`config.mk`:
```
export PLATFORM = sky130hd
export DESIGN_NAME = polygon_perimeter_with_duplicate_check_core
export DESIGN_NICKNAME = d
export VERILOG_FILES = /design/src/rtl/ppdc_pkg.sv /design/src/rtl/ppdc_front.sv /design/src/rtl/ppdc_queue.sv /design/src/rtl/ppdc_back.sv /design/src/rtl/polygon_perimeter_with_duplicate_check_core.sv
export VERILOG_INCLUDE_DIRS = /design/src /design/src/rtl
export SDC_FILE = /design/constraint.sdc
export NUM_CORES = 2
export LEC_CHECK = 0
export BUFFER_PORTS_ARGS = -buffer_cell sky130_fd_sc_hd__buf_2
export CAP_MARGIN = 15
export CORE_ASPECT_RATIO = 0.75
export CORE_MARGIN = 2
export CORE_UTILIZATION = 35
export DETAILED_ROUTE_END_ITERATION = 8
export GPL_TIMING_DRIVEN = 0
export PLACE_DENSITY = 0.47
export RECOVER_POWER = 25
export SLEW_MARGIN = 25
export SYNTH_ARGS = -nofsm -noshare
export SYNTH_HDL_FRONTEND = slang
export SYNTH_SLANG_ARGS = --single-unit
export TNS_END_PERCENT = 100
```
`constraint.sdc`:
```
create_clock -name clk -period 7.2 [get_ports clk]
set_input_delay 1.08 -clock clk [delete_from_list [all_inputs] [get_ports clk]]
set_output_delay 1.08 -clock clk [all_outputs]
set_load 0.01 [all_outputs]
```
`src/rtl/assert_macros.svh`:
```
// ----------------------------------------------------------------------------
// assertion macros
// clocked checks on clk, disabled while arst_n is low
// ----------------------------------------------------------------------------
`ifndef ASSERT_MACROS_SVH
`define ASSERT_MACROS_SVH

// condition holds at every edge
`define PPDC_ASSERT(label, cond, msg) \
	label: assert property (@(posedge clk) disable iff (!arst_n) (cond)) else $error(msg);

// antecedent implies consequent in the same cycle
`define PPDC_ASSERT_IMP(label, ante, cons, msg) \
	label: assert property (@(posedge clk) disable iff (!arst_n) (ante) |-> (cons)) else $error(msg);

`endif

```
`src/rtl/ppdc_pkg.sv`:
```
// ----------------------------------------------------------------------------
// ppdc_pkg
// types and constants shared by the polygon perimeter blocks
// ----------------------------------------------------------------------------
package ppdc_pkg;

	localparam int MAX_VERTICES = 32;
	localparam int MIN_VERTICES = 3;
	localparam int COORD_BITS   = 16;
	localparam int ADDR_W       = $clog2(MAX_VERTICES);
	localparam int CNT_W        = $clog2(MAX_VERTICES + 1);

	localparam int DIFF_W       = COORD_BITS;
	localparam int PROD_W       = 2 * DIFF_W;
	localparam int SQ_W         = PROD_W + 1;
	localparam int FRAC_SHIFT   = 16;
	localparam int RAD_W        = ((SQ_W + FRAC_SHIFT + 1) / 2) * 2;
	localparam int ROOT_W       = RAD_W / 2;
	localparam int REM_W        = ROOT_W + 3;
	localparam int STEP_W       = $clog2(ROOT_W);
	localparam int PERIM_W      = 32;

	localparam int Q_DEPTH      = 4;
	localparam int Q_PTR_W      = $clog2(Q_DEPTH);

	typedef struct packed {
		logic signed [COORD_BITS-1:0] point_x;
		logic signed [COORD_BITS-1:0] point_y;
		logic                         last_point;
	} pt_t;

	typedef struct packed {
		logic               duplicate;
		logic               perimeter_valid;
		logic [PERIM_W-1:0] perimeter_q8;
		logic               saturated;
		logic               too_few;
		logic               store_overflow;
	} res_t;

	typedef struct packed {
		logic              dup;
		logic              last;
		logic              ovf;
		logic              too_few;
		logic              e1_en;
		logic [DIFF_W-1:0] dx1;
		logic [DIFF_W-1:0] dy1;
		logic [DIFF_W-1:0] dx2;
		logic [DIFF_W-1:0] dy2;
	} job_t;

	typedef enum logic [1:0] {
		F_IDLE,
		F_SEARCH,
		F_PUSH
	} front_state_t;

	typedef enum logic [2:0] {
		B_IDLE,
		B_SQ_A,
		B_SQ_B,
		B_ROOT,
		B_ADD,
		B_OUT
	} back_state_t;

endpackage

```
`src/rtl/ppdc_front.sv`:
```
// ----------------------------------------------------------------------------
// ppdc_front
// takes vertices, searches the vertex store for duplicates, forms edge jobs
// ----------------------------------------------------------------------------
module ppdc_front (
	input  logic             clk,
	input  logic             arst_n,
	input  logic             pt_valid,
	output logic             pt_stall,
	input  ppdc_pkg::pt_t    pt,
	output logic             q_push,
	output ppdc_pkg::job_t   q_job,
	input  logic             q_full
);

	ppdc_pkg::front_state_t state_q, state_nxt;

	logic signed [ppdc_pkg::COORD_BITS-1:0] x_q, y_q;
	logic                                   last_q;
	logic signed [ppdc_pkg::COORD_BITS-1:0] first_x_q, first_y_q;
	logic signed [ppdc_pkg::COORD_BITS-1:0] prev_x_q, prev_y_q;
	logic [ppdc_pkg::CNT_W-1:0]             count_q, cnt_nxt;
	logic                                   ovf_q, ovf_nxt;
	logic                                   dup_q;
	logic [ppdc_pkg::CNT_W-1:0]             rd_idx_q;
	logic                                   cmp_vld_s1;
	logic [2*ppdc_pkg::COORD_BITS-1:0]      rd_data_s1;
	logic [2*ppdc_pkg::COORD_BITS-1:0]      mem [ppdc_pkg::MAX_VERTICES];

	logic                                   accept, issue, store_full, is_first;
	logic signed [ppdc_pkg::COORD_BITS-1:0] first_x_eff, first_y_eff;

	function automatic logic [ppdc_pkg::DIFF_W-1:0] abs_diff(
		input logic signed [ppdc_pkg::COORD_BITS-1:0] a,
		input logic signed [ppdc_pkg::COORD_BITS-1:0] b
	);
		logic signed [ppdc_pkg::COORD_BITS:0] d;
		d = $signed({a[ppdc_pkg::COORD_BITS-1], a}) - $signed({b[ppdc_pkg::COORD_BITS-1], b});
		if (d < 0) begin
			d = -d;
		end
		return d[ppdc_pkg::DIFF_W-1:0];
	endfunction

	assign pt_stall   = (state_q != ppdc_pkg::F_IDLE);
	assign accept     = pt_valid && !pt_stall;
	assign store_full = (count_q == ppdc_pkg::CNT_W'(ppdc_pkg::MAX_VERTICES));
	assign issue      = (state_q == ppdc_pkg::F_SEARCH) && !store_full && (rd_idx_q < count_q);
	assign is_first   = (count_q == '0) && !ovf_q;
	assign ovf_nxt    = ovf_q | store_full;
	assign cnt_nxt    = store_full ? count_q : count_q + ppdc_pkg::CNT_W'(1);
	assign first_x_eff = is_first ? x_q : first_x_q;
	assign first_y_eff = is_first ? y_q : first_y_q;

	always_comb begin
		q_job.dup     = dup_q;
		q_job.last    = last_q;
		q_job.ovf     = ovf_nxt;
		q_job.too_few = (cnt_nxt < ppdc_pkg::CNT_W'(ppdc_pkg::MIN_VERTICES)) && !ovf_nxt;
		q_job.e1_en   = !is_first;
		q_job.dx1     = abs_diff(prev_x_q, x_q);
		q_job.dy1     = abs_diff(prev_y_q, y_q);
		q_job.dx2     = abs_diff(x_q, first_x_eff);
		q_job.dy2     = abs_diff(y_q, first_y_eff);
	end

	always_comb begin
		state_nxt = state_q;
		q_push    = 1'b0;
		case (state_q)
			ppdc_pkg::F_IDLE: begin
				if (accept) begin
					state_nxt = ppdc_pkg::F_SEARCH;
				end
			end
			ppdc_pkg::F_SEARCH: begin
				if (!issue && !cmp_vld_s1) begin
					state_nxt = ppdc_pkg::F_PUSH;
				end
			end
			ppdc_pkg::F_PUSH: begin
				if (!q_full) begin
					q_push    = 1'b1;
					state_nxt = ppdc_pkg::F_IDLE;
				end
			end
			default: begin
				state_nxt = ppdc_pkg::F_IDLE;
			end
		endcase
	end

	always_ff @(posedge clk or negedge arst_n) begin
		if (!arst_n) begin
			state_q <= ppdc_pkg::F_IDLE;
		end else begin
			state_q <= state_nxt;
		end
	end

	always_ff @(posedge clk or negedge arst_n) begin
		if (!arst_n) begin
			count_q    <= '0;
			ovf_q      <= 1'b0;
			first_x_q  <= '0;
			first_y_q  <= '0;
			prev_x_q   <= '0;
			prev_y_q   <= '0;
			cmp_vld_s1 <= 1'b0;
			rd_idx_q   <= '0;
			dup_q      <= 1'b0;
		end else begin
			cmp_vld_s1 <= issue;
			if (accept) begin
				rd_idx_q <= '0;
				dup_q    <= 1'b0;
			end else begin
				if (issue) begin
					rd_idx_q <= rd_idx_q + ppdc_pkg::CNT_W'(1);
				end
				if (cmp_vld_s1 && (rd_data_s1 == {x_q, y_q})) begin
					dup_q <= 1'b1;
				end
			end
			if (q_push) begin
				if (last_q) begin
					count_q   <= '0;
					ovf_q     <= 1'b0;
					first_x_q <= '0;
					first_y_q <= '0;
					prev_x_q  <= '0;
					prev_y_q  <= '0;
				end else begin
					count_q   <= cnt_nxt;
					ovf_q     <= ovf_nxt;
					first_x_q <= first_x_eff;
					first_y_q <= first_y_eff;
					prev_x_q  <= x_q;
					prev_y_q  <= y_q;
				end
			end
		end
	end

	// vertex payload
	always_ff @(posedge clk) begin
		if (accept) begin
			x_q    <= pt.point_x;
			y_q    <= pt.point_y;
			last_q <= pt.last_point;
		end
	end

	// vertex store
	always_ff @(posedge clk) begin
		if (q_push && !store_full) begin
			mem[count_q[ppdc_pkg::ADDR_W-1:0]] <= {x_q, y_q};
		end
		rd_data_s1 <= mem[rd_idx_q[ppdc_pkg::ADDR_W-1:0]];
	end

endmodule

```
`src/rtl/ppdc_queue.sv`:
```
// ----------------------------------------------------------------------------
// ppdc_queue
// small job queue between the front and back parts
// ----------------------------------------------------------------------------
module ppdc_queue (
	input  logic           clk,
	input  logic           arst_n,
	input  logic           push,
	input  ppdc_pkg::job_t push_job,
	output logic           full,
	input  logic           pop,
	output ppdc_pkg::job_t pop_job,
	output logic           empty
);

	ppdc_pkg::job_t              slots [ppdc_pkg::Q_DEPTH];
	logic [ppdc_pkg::Q_PTR_W:0]  wr_ptr_q, rd_ptr_q;

	assign empty = (wr_ptr_q == rd_ptr_q);
	assign full  = (wr_ptr_q[ppdc_pkg::Q_PTR_W] != rd_ptr_q[ppdc_pkg::Q_PTR_W]) &&
	               (wr_ptr_q[ppdc_pkg::Q_PTR_W-1:0] == rd_ptr_q[ppdc_pkg::Q_PTR_W-1:0]);
	assign pop_job = slots[rd_ptr_q[ppdc_pkg::Q_PTR_W-1:0]];

	always_ff @(posedge clk or negedge arst_n) begin
		if (!arst_n) begin
			wr_ptr_q <= '0;
			rd_ptr_q <= '0;
		end else begin
			if (push && !full) begin
				wr_ptr_q <= wr_ptr_q + (ppdc_pkg::Q_PTR_W+1)'(1);
			end
			if (pop && !empty) begin
				rd_ptr_q <= rd_ptr_q + (ppdc_pkg::Q_PTR_W+1)'(1);
			end
		end
	end

	always_ff @(posedge clk) begin
		if (push && !full) begin
			slots[wr_ptr_q[ppdc_pkg::Q_PTR_W-1:0]] <= push_job;
		end
	end

endmodule

```
`src/rtl/ppdc_back.sv`:
```
// ----------------------------------------------------------------------------
// ppdc_back
// squares, bit-serial square root and saturating perimeter accumulation
// ----------------------------------------------------------------------------
module ppdc_back (
	input  logic           clk,
	input  logic           arst_n,
	input  logic           q_empty,
	input  ppdc_pkg::job_t q_job,
	output logic           q_pop,
	output logic           res_valid,
	input  logic           res_stall,
	output ppdc_pkg::res_t res
);

	ppdc_pkg::back_state_t state_q, state_nxt;

	ppdc_pkg::job_t                job_q;
	logic                          phase_q;
	logic [ppdc_pkg::DIFF_W-1:0]   dx_q, dy_q;
	logic [ppdc_pkg::PROD_W-1:0]   sq_q;
	logic [ppdc_pkg::RAD_W-1:0]    rad_q;
	logic [ppdc_pkg::REM_W-1:0]    rem_q;
	logic [ppdc_pkg::ROOT_W-1:0]   root_q;
	logic [ppdc_pkg::STEP_W-1:0]   step_q;
	logic [ppdc_pkg::PERIM_W-1:0]  sum_q;
	logic                          clip_q;
	logic                          res_valid_q;
	ppdc_pkg::res_t                res_q;

	logic [ppdc_pkg::PROD_W-1:0]   dx_sq, dy_sq;
	logic [ppdc_pkg::SQ_W-1:0]     d2;
	logic [ppdc_pkg::REM_W-1:0]    rem_shift, trial;
	logic                          fits;
	logic [ppdc_pkg::PERIM_W:0]    acc;
	logic                          out_free, root_done;

	assign dx_sq     = {ppdc_pkg::DIFF_W'(0), dx_q} * {ppdc_pkg::DIFF_W'(0), dx_q};
	assign dy_sq     = {ppdc_pkg::DIFF_W'(0), dy_q} * {ppdc_pkg::DIFF_W'(0), dy_q};
	assign d2        = {1'b0, sq_q} + {1'b0, dy_sq};
	assign rem_shift = {rem_q[ppdc_pkg::REM_W-3:0], rad_q[ppdc_pkg::RAD_W-1 -: 2]};
	assign trial     = ppdc_pkg::REM_W'({root_q, 2'b01});
	assign fits      = (rem_shift >= trial);
	assign acc       = {1'b0, sum_q} + (ppdc_pkg::PERIM_W+1)'(root_q);
	assign out_free  = !res_valid_q || !res_stall;
	assign root_done = (step_q == ppdc_pkg::STEP_W'(ppdc_pkg::ROOT_W - 1));

	assign res_valid = res_valid_q;
	assign res       = res_q;

	always_comb begin
		state_nxt = state_q;
		q_pop     = 1'b0;
		case (state_q)
			ppdc_pkg::B_IDLE: begin
				if (!q_empty) begin
					q_pop = 1'b1;
					if (q_job.e1_en || q_job.last) begin
						state_nxt = ppdc_pkg::B_SQ_A;
					end else begin
						state_nxt = ppdc_pkg::B_OUT;
					end
				end
			end
			ppdc_pkg::B_SQ_A: state_nxt = ppdc_pkg::B_SQ_B;
			ppdc_pkg::B_SQ_B: state_nxt = ppdc_pkg::B_ROOT;
			ppdc_pkg::B_ROOT: begin
				if (root_done) begin
					state_nxt = ppdc_pkg::B_ADD;
				end
			end
			ppdc_pkg::B_ADD: begin
				if (!phase_q && job_q.last) begin
					state_nxt = ppdc_pkg::B_SQ_A;
				end else begin
					state_nxt = ppdc_pkg::B_OUT;
				end
			end
			ppdc_pkg::B_OUT: begin
				if (out_free) begin
					state_nxt = ppdc_pkg::B_IDLE;
				end
			end
			default: begin
				state_nxt = ppdc_pkg::B_IDLE;
			end
		endcase
	end

	always_ff @(posedge clk or negedge arst_n) begin
		if (!arst_n) begin
			state_q <= ppdc_pkg::B_IDLE;
		end else begin
			state_q <= state_nxt;
		end
	end

	always_ff @(posedge clk or negedge arst_n) begin
		if (!arst_n) begin
			sum_q       <= '0;
			clip_q      <= 1'b0;
			res_valid_q <= 1'b0;
		end else begin
			if (state_q == ppdc_pkg::B_ADD) begin
				if (acc[ppdc_pkg::PERIM_W]) begin
					sum_q  <= '1;
					clip_q <= 1'b1;
				end else begin
					sum_q <= acc[ppdc_pkg::PERIM_W-1:0];
				end
			end
			if ((state_q == ppdc_pkg::B_OUT) && out_free) begin
				res_valid_q <= 1'b1;
				if (job_q.last) begin
					sum_q  <= '0;
					clip_q <= 1'b0;
				end
			end else if (!res_stall) begin
				res_valid_q <= 1'b0;
			end
		end
	end

	// datapath
	always_ff @(posedge clk) begin
		case (state_q)
			ppdc_pkg::B_IDLE: begin
				job_q <= q_job;
				if (q_job.e1_en) begin
					phase_q <= 1'b0;
					dx_q    <= q_job.dx1;
					dy_q    <= q_job.dy1;
				end else begin
					phase_q <= 1'b1;
					dx_q    <= q_job.dx2;
					dy_q    <= q_job.dy2;
				end
			end
			ppdc_pkg::B_SQ_A: begin
				sq_q <= dx_sq;
			end
			ppdc_pkg::B_SQ_B: begin
				rad_q  <= ppdc_pkg::RAD_W'(d2) << ppdc_pkg::FRAC_SHIFT;
				rem_q  <= '0;
				root_q <= '0;
				step_q <= '0;
			end
			ppdc_pkg::B_ROOT: begin
				rad_q  <= rad_q << 2;
				step_q <= step_q + ppdc_pkg::STEP_W'(1);
				if (fits) begin
					rem_q  <= rem_shift - trial;
					root_q <= {root_q[ppdc_pkg::ROOT_W-2:0], 1'b1};
				end else begin
					rem_q  <= rem_shift;
					root_q <= {root_q[ppdc_pkg::ROOT_W-2:0], 1'b0};
				end
			end
			ppdc_pkg::B_ADD: begin
				phase_q <= 1'b1;
				dx_q    <= job_q.dx2;
				dy_q    <= job_q.dy2;
			end
			ppdc_pkg::B_OUT: begin
				if (out_free) begin
					res_q.duplicate       <= job_q.dup;
					res_q.perimeter_valid <= job_q.last;
					res_q.perimeter_q8    <= job_q.last ? sum_q : '0;
					res_q.saturated       <= job_q.last && clip_q;
					res_q.too_few         <= job_q.last && job_q.too_few;
					res_q.store_overflow  <= job_q.ovf;
				end
			end
			default: begin
				step_q <= '0;
			end
		endcase
	end

endmodule

```
`src/rtl/polygon_perimeter_with_duplicate_check_core.sv`:
```
// ----------------------------------------------------------------------------
// polygon_perimeter_with_duplicate_check_core
// vertex stream in, one result per vertex out, with perimeter on the last
// ----------------------------------------------------------------------------
// pt carries one vertex per transaction (x, y, last_point); res carries one
// result per vertex: duplicate flag, sticky store overflow and, on the last
// vertex, the closed perimeter in unsigned Q8 with saturated and too_few.
// Both channels use valid/stall; a transaction moves when valid is high and
// stall is low.
// The front walks the vertex store one entry per cycle, comparing each stored
// vertex with the new one; it skips the walk when the store is full (32 entries).
// Per edge the back runs the square states B_SQ_A and B_SQ_B, 25 root steps
// and an accumulate step; it pops each job and loads the result register.
// An opening vertex has no edge, a middle one the edge from the previous one,
// and the last one the closing edge to the first as well. A 4-entry job
// queue lets the front run ahead of the back; the slower part sets the rate.
// Reset empties the store, the queue and the output register; no clearing
// pass is needed. While res is stalled the result register holds, the back
// waits, and the front keeps taking vertices until the queue fills.
// ----------------------------------------------------------------------------
`include "assert_macros.svh"

module polygon_perimeter_with_duplicate_check_core (
	input  logic           clk,
	input  logic           arst_n,
	input  logic           pt_valid,
	output logic           pt_stall,
	input  ppdc_pkg::pt_t  pt,
	output logic           res_valid,
	input  logic           res_stall,
	output ppdc_pkg::res_t res
);

	logic           q_push, q_full, q_pop, q_empty;
	ppdc_pkg::job_t push_job, pop_job;

	ppdc_front u_front (
		.clk      (clk),
		.arst_n   (arst_n),
		.pt_valid (pt_valid),
		.pt_stall (pt_stall),
		.pt       (pt),
		.q_push   (q_push),
		.q_job    (push_job),
		.q_full   (q_full)
	);

	ppdc_queue u_queue (
		.clk      (clk),
		.arst_n   (arst_n),
		.push     (q_push),
		.push_job (push_job),
		.full     (q_full),
		.pop      (q_pop),
		.pop_job  (pop_job),
		.empty    (q_empty)
	);

	ppdc_back u_back (
		.clk       (clk),
		.arst_n    (arst_n),
		.q_empty   (q_empty),
		.q_job     (pop_job),
		.q_pop     (q_pop),
		.res_valid (res_valid),
		.res_stall (res_stall),
		.res       (res)
	);

	`PPDC_ASSERT_IMP(a_push_not_full, q_push, !q_full, "push into full job queue")
	`PPDC_ASSERT_IMP(a_pop_not_empty, q_pop, !q_empty, "pop from empty job queue")
	`PPDC_ASSERT_IMP(a_partial_clean, res_valid && !res.perimeter_valid, (res.perimeter_q8 == '0) && !res.saturated && !res.too_few, "perimeter fields set on a non-final result")
	`PPDC_ASSERT(a_few_not_sat, !(res_valid && res.too_few && res.saturated), "short polygon reported as saturated")

endmodule
```
Yosys cells after proc, flatten, opt, wreduce, memory -nomap -nowiden
Memories as Yosys holds them, arrays and structs flattened. A register that Yosys moved wholly into a read port is not among the register bits. Index checks and enable logic that the tools add are counted.

Bitwise operators: 1. Multiplexer cells: 57. Order comparisons: 7. $mul: 2. Equal/unequal tests: 20. Reduce and logical (&&, ||, !) cells: 41. Add/subtract/negate cells: 16.

Operators with widths (number): $mux 16 (12); $mux 32 (4); $pmux 50 s2 (1); $lt 17x1->1 const B (4); $sub 16x16->17 (4); $mul 16x16->32 (2); $neg 16->16 (4); $pmux 16 s2 (2); $pmux 26 s2 (1); $pmux 25 s2 (1); $add 32x25->33 (1); $add 32x32->33 (1); $eq 32x32->1 (1); $ge 28x27->1 (1); $mux 26 (1); $sub 26x26->26 (1); $mux 6 (4); $mux 1 (19); $pmux 3 s6 (1); $logic_and 1x1->1 (15); $mux 3 (5); $add 6x1->6 const B (2); $logic_not 1->1 (12); $pmux 5 s2 (1); other kinds (28) (44).

Bits in writable memories: 1300. Register bits after elaboration: 401. Memories: 2. Output and inout port bits: 39.

Memories: u_front.mem (depth 32, bits a word 32, read ports 1, clocked after Yosys merged registers in 1, wr ports 1, line ppdc_front.sv:28) `logic [2*ppdc_pkg::COORD_BITS-1:0] mem [ppdc_pkg::MAX_VERTICES];`; u_queue.slots (depth 4, bits a word 69, read ports 1, clocked after Yosys merged registers in 0, wr ports 1, line ppdc_queue.sv:16) `ppdc_pkg::job_t slots [ppdc_pkg::Q_DEPTH];`.

Longest topological paths before layout
Word-level depth: 8. Depth in mapped cells: 26. Mapped depth without buffers: 25.

Hierarchy
From an unflattened synthesis, not the netlist that was laid out.

Cells, all modules: 5988. Area, all modules: 88087.0 um^2.

By module, submodules not included: ppdc_front (cells an instance 2712, seq. area each 34408.0 um^2, area each 49288.5 um^2, times used 1); ppdc_back (cells an instance 2867, seq. area each 7742.4 um^2, area each 28384.7 um^2, times used 1); ppdc_queue (cells an instance 409, seq. area each 8438.1 um^2, area each 10413.7 um^2, times used 1).

Least setup slack after synthesis
OpenSTA, ideal clock, no wires.

Kind: reg2reg. Start: register u_back.dy_q[4] (netlist bit). End: register u_back.rad_q[44] (netlist bit) (data pin). Path slack: 0.901 ns. Stages on the path, launching flop included: 24. Data required time: 6.929 ns. Setup time: 0.271 ns. Arrival: 6.029 ns. Cells stage by stage: edfxtp_1 clkbuf_1 clkbuf_1 nand2_1 fa_1 fa_1 fa_1 inv_1 fa_1 fa_1 inv_1 fa_1 inv_1 ha_1 and3_2 and3b_1 a211oi_1 o211ai_1 a31oi_1 o21ai_0 a21oi_1 o21a_1 xor2_1 a21oi_1.

Cells in the longest elaborated chain, start to end: 3.

RTL lines: start: declaration (line ppdc_back.sv:20) `logic [ppdc_pkg::DIFF_W-1:0] dx_q, dy_q;`; start signal: assignment (line ppdc_back.sv:132) `dy_q <= q_job.dy1;`; start signal: assignment (line ppdc_back.sv:136) `dy_q <= q_job.dy2;`; start signal: assignment (line ppdc_back.sv:162) `dy_q <= job_q.dy2;`; $mul 16x16->32 (line ppdc_back.sv:39) `assign dy_sq = {ppdc_pkg::DIFF_W'(0), dy_q} * {ppdc_pkg::DIFF_W'(0), dy_q};`; $add 32x32->33 (line ppdc_back.sv:40) `assign d2 = {1'b0, sq_q} + {1'b0, dy_sq};`; $pmux 50 s2 (line ppdc_back.sv:126) `case (state_q)`; end signal: assignment (line ppdc_back.sv:143) `rad_q <= ppdc_pkg::RAD_W'(d2) << ppdc_pkg::FRAC_SHIFT;`; end signal: assignment (line ppdc_back.sv:149) `rad_q <= rad_q << 2;`; end: declaration (line ppdc_back.sv:22) `logic [ppdc_pkg::RAD_W-1:0] rad_q;`.

Every way passes these cells. The select of a mux whose other input is x is not followed. A chain may end at the register's enable or synchronous reset.

Worst setup path after layout
Start: register u_back.dx_q[12] (netlist bit). End: register u_back.sq_q[25] (netlist bit) (data pin).

Cells in the longest elaborated chain, start to end: 1.

RTL lines: start: declaration (line ppdc_back.sv:20); start signal: assignment (line ppdc_back.sv:131) `dx_q <= q_job.dx1;`; start signal: assignment (line ppdc_back.sv:135) `dx_q <= q_job.dx2;`; start signal: assignment (line ppdc_back.sv:161) `dx_q <= job_q.dx2;`; $mul 16x16->32 (line ppdc_back.sv:38) `assign dx_sq = {ppdc_pkg::DIFF_W'(0), dx_q} * {ppdc_pkg::DIFF_W'(0), dx_q};`; via u_back.dx_sq, one bit (line ppdc_back.sv:31) `logic [ppdc_pkg::PROD_W-1:0] dx_sq, dy_sq;`; end signal: assignment (line ppdc_back.sv:140) `sq_q <= dx_sq;`; end: declaration (line ppdc_back.sv:21) `logic [ppdc_pkg::PROD_W-1:0] sq_q;`.

The timed path passes the listed nets, and every way through them passes these cells.

==> impl_metrics.toml <==
[yosys]
synthSimpleGateAreaFrac_pct = 5.88
synthXorXnorAreaFrac_pct = 2.56
synth_area_um2 = 87300
synthMuxAreaShare_pct = 11.2
syn_nets = 6629
synth_top_area_cell = "edfxtp_1"
yosysMostFrequentCell = "edfxtp_1"
synth_top_area_share_pct = 53.7
netlist_top_cells_count = "1560 x edfxtp_1, 704 x inv_1, 389 x mux4_2"
synth_top_family_by_area = "adder cells"
synth_seq_cells = 1716
synth_warnings = 0
synth_compound_area_share_pct = 5.21
synth_fa_ha_area_share_pct = 13.2
dominantRegCellSynth = "edfxtp_1"
synthTopCellsByArea = "edfxtp_1 54%, mux4_2 10%, fa_1 8.3%"
ys_types = 102
netlist_instances = 5885
ys_seq_area_share_pct = 57.9
synth_async_sr_flop_share_pct = 7.23
synth_edf_count = 1560
synth.avg_cell_area_um2 = 14.8

[timing]
finalCritPeriodShare_pct = 97.9
worst_slack_ns = 0.154
rsz0062_at_grt = "yes"
tightest_slew_ns = 3.99
fmax_mhz = 142
finClkSkew_ns = 0.0732
slew_headroom_pct = -166
finalSetupViolCount = 0
holdWs_ns = 0.400
hold_viol = 0
min_period_ns = 7.05
report.final.slew_viol_count = 128

[finish]
nFillCells = 22800
nNetsFinal = 7120
final_cells = 9801
area_delta_synth_final_pct = 15.6
multi_input_area_um2 = 33500
final-seq-area_um2 = 50600
layout-drive-gt1-share_pct = 17.8

[place]
dp_hpwl_um = 189000
gp_congestion = 0.869
post-place-ws_ns = -0.824
placed_cells = 9430
io_buffers = 75

[worst_setup_path]
critical-path-slowest-cell = "clkbuf_1"
worst_ep_arrival_time_ns = 7.65
crit_type = "reg -> reg"
worstPathMaxFanout = 10
crit_family = "adder cells"
max_stage_delay_ns = 0.60
endpoint_kind = "flop"
r2r_setup_slack_ns = 0.15
cp_data_required_time_ns = 7.81
critPathBufInv = 2
crit_top_cell = "fa_1"
path_cells = "clkbuf_1, nand2_1, fa_1, inv_1, fa_1, fa_1, fa_1, fa_1, fa_1, ha_1, a21oi_1, a21oi_1, a211oi_1, o21ai_1, a21oi_2, o21ai_0, a31o_2, a21o_1, a21oi_1, xnor2_1"
start_kind = "flop"

[die]
fp.dieH_um = 437
io_pins = 76
std_cell_rows = 158
start_util_pct = 35.2
die_x_um = 581
core_area_um2 = 248000
dieArea_um2 = 253000

[clock_tree]
cts_tree = "done"
htree_levels = 4
cts_sinks = 1716
cts_made_buffers = 186
clockBufferDepth = 4
root_buffer = "clkbuf_16"
clkTransAtPathRegs_ns = 0.07
clock_latency_ns = 0.86

[route]
ant_nets = 0
dr.pass1.iters = 6
avgRoutedWirePerCell_um = 25.7
drc_errors = 0
vias_per_cell = 5.23
num_vias = 51300
drt_iter0_markers = 5036
wirelength_um = 252000

[global_route]
track_usage_pct = 19.9
grt_pass1_wl_um = 369000
grt_max_degree = 70
grt-ovfl-total = 0
grt_pass1_vias = 52200
grt_antenna_before_repair = 16

[flow_run]
maxCapViolCount = 2

[run_status]
violations = "capacitance limit, slew limit"
outcome = "finished with violations"

[hold_path]
hold_path.class = "in -> reg"
[metrics by stage]
stage	area, um2	TNS [ns]	utilization [%]
after floorplan	87300	0	-
after global placement	91800	-602.02	37.1
after detailed placement	95000	-9.61	38.4
after CTS	101000	0	40.8
after global routing	101000	-0.157	40.7
final	101000	0	40.8
[cell type report]
cell class,count,share of cell area (%)
clock buffer,234,4.93
clock inverter,95,0.918
tap,3280,4.07
timing repair buffer,305,3.13
buffer,215,0.979
inverter,705,2.63
multi-input combinational,3247,33.2
sequential,1716,50.1
antenna,4,0.00992
[layout by cell type, fill, tap and decap left out, drive strengths merged, types with 156 or more instances in the layout]
cell,n
nor2,283
edfxtp,1560
fa,360
mux4,389
nand2,359
a21oi,192
xnor2,156
o21ai,211
inv,709
ha,347
buf,314
clkbuf,439
[per-layer routing]
metal	wire length [um]	global-route usage [%]	part of all wire [%]	vias up
li1	-	-	-	22500
met1	128000	32.4	51	27000
met2	101000	27.1	40	1580
met3	18800	3.73	7.5	254
met4	4040	3.62	1.6	0
met5	0	0	0	-
[repair_timing]
| item | in CTS | in global routing |
|---|---|---|
| hold endpoints to repair | 0 | 0 |
| buffers inserted | 12 | 27 |
| hold buffers | 0 | 0 |
| pin swaps | 2 | 6 |
| cloned | 0 | 0 |
| setup endpoints to repair | 26 | 22 |
| gates resized for setup | 36 | 51 |
[cell families after synthesis]
| family | after synthesis |
|---|---|
| buffers and inverters | 922 |
| adder cells (fa/ha/maj) | 707 |
| multiplexers | 482 |
| XOR/XNOR | 254 |
| flip-flops | 1716 |
| AND/OR/NAND/NOR | 1084 |
| other | 1 |
| AO/OA/AOI/OAI | 719 |
[worst paths after layout]
check | start | endpoint | cells past startpoint
setup / recovery | u_back.dx_q[12]$_DFFE_PP_ | u_back.sq_q[25]$_DFFE_PP_ | 20
max in group asynchronous | arst_n | u_front.prev_x_q[4]$_DFFE_PN0P_ | 2
min in group asynchronous | arst_n | u_front.count_q[3]$_DFFE_PN0P_ | 1
hold reg to reg | u_front.first_x_q[8]$_DFFE_PN0P_ | u_front.first_x_q[8]$_DFFE_PN0P_ | 2
hold / removal | pt[6] | u_front.y_q[5]$_DFFE_PP_ | 1
setup reg to reg | u_back.dx_q[12]$_DFFE_PP_ | u_back.sq_q[25]$_DFFE_PP_ | 20
[worst reg2reg max path, cell delays in order, from the launching register on]
cell and delay [ns]:
edfxtp_1 0.49, clkbuf_1 0.60, nand2_1 0.24, fa_1 0.59, inv_1 0.06, fa_1 0.57
fa_1 0.45, fa_1 0.57, fa_1 0.44, fa_1 0.51, ha_1 0.41, a21oi_1 0.16
a21oi_1 0.08, a211oi_1 0.24, o21ai_1 0.19, a21oi_2 0.26, o21ai_0 0.15, a31o_2 0.27
a21o_1 0.18, a21oi_1 0.19, xnor2_1 0.22
[state kept, by name, indices dropped and copies added, names as in the netlist, 25 cells and up]
signal and flops:
u_back.rem_q 26, u_queue.slots 276, u_back.job_q 36, u_front.rd_data_s1 32, u_back.sum_q 32, u_back.sq_q 31
u_back.root_q 25, u_back.res 37, u_back.rad_q 34, u_front.mem 1024
Power is left out: the tool's default activity adds up to more than one toggle a clock period on the data nets, which glitch-free logic cannot reach.
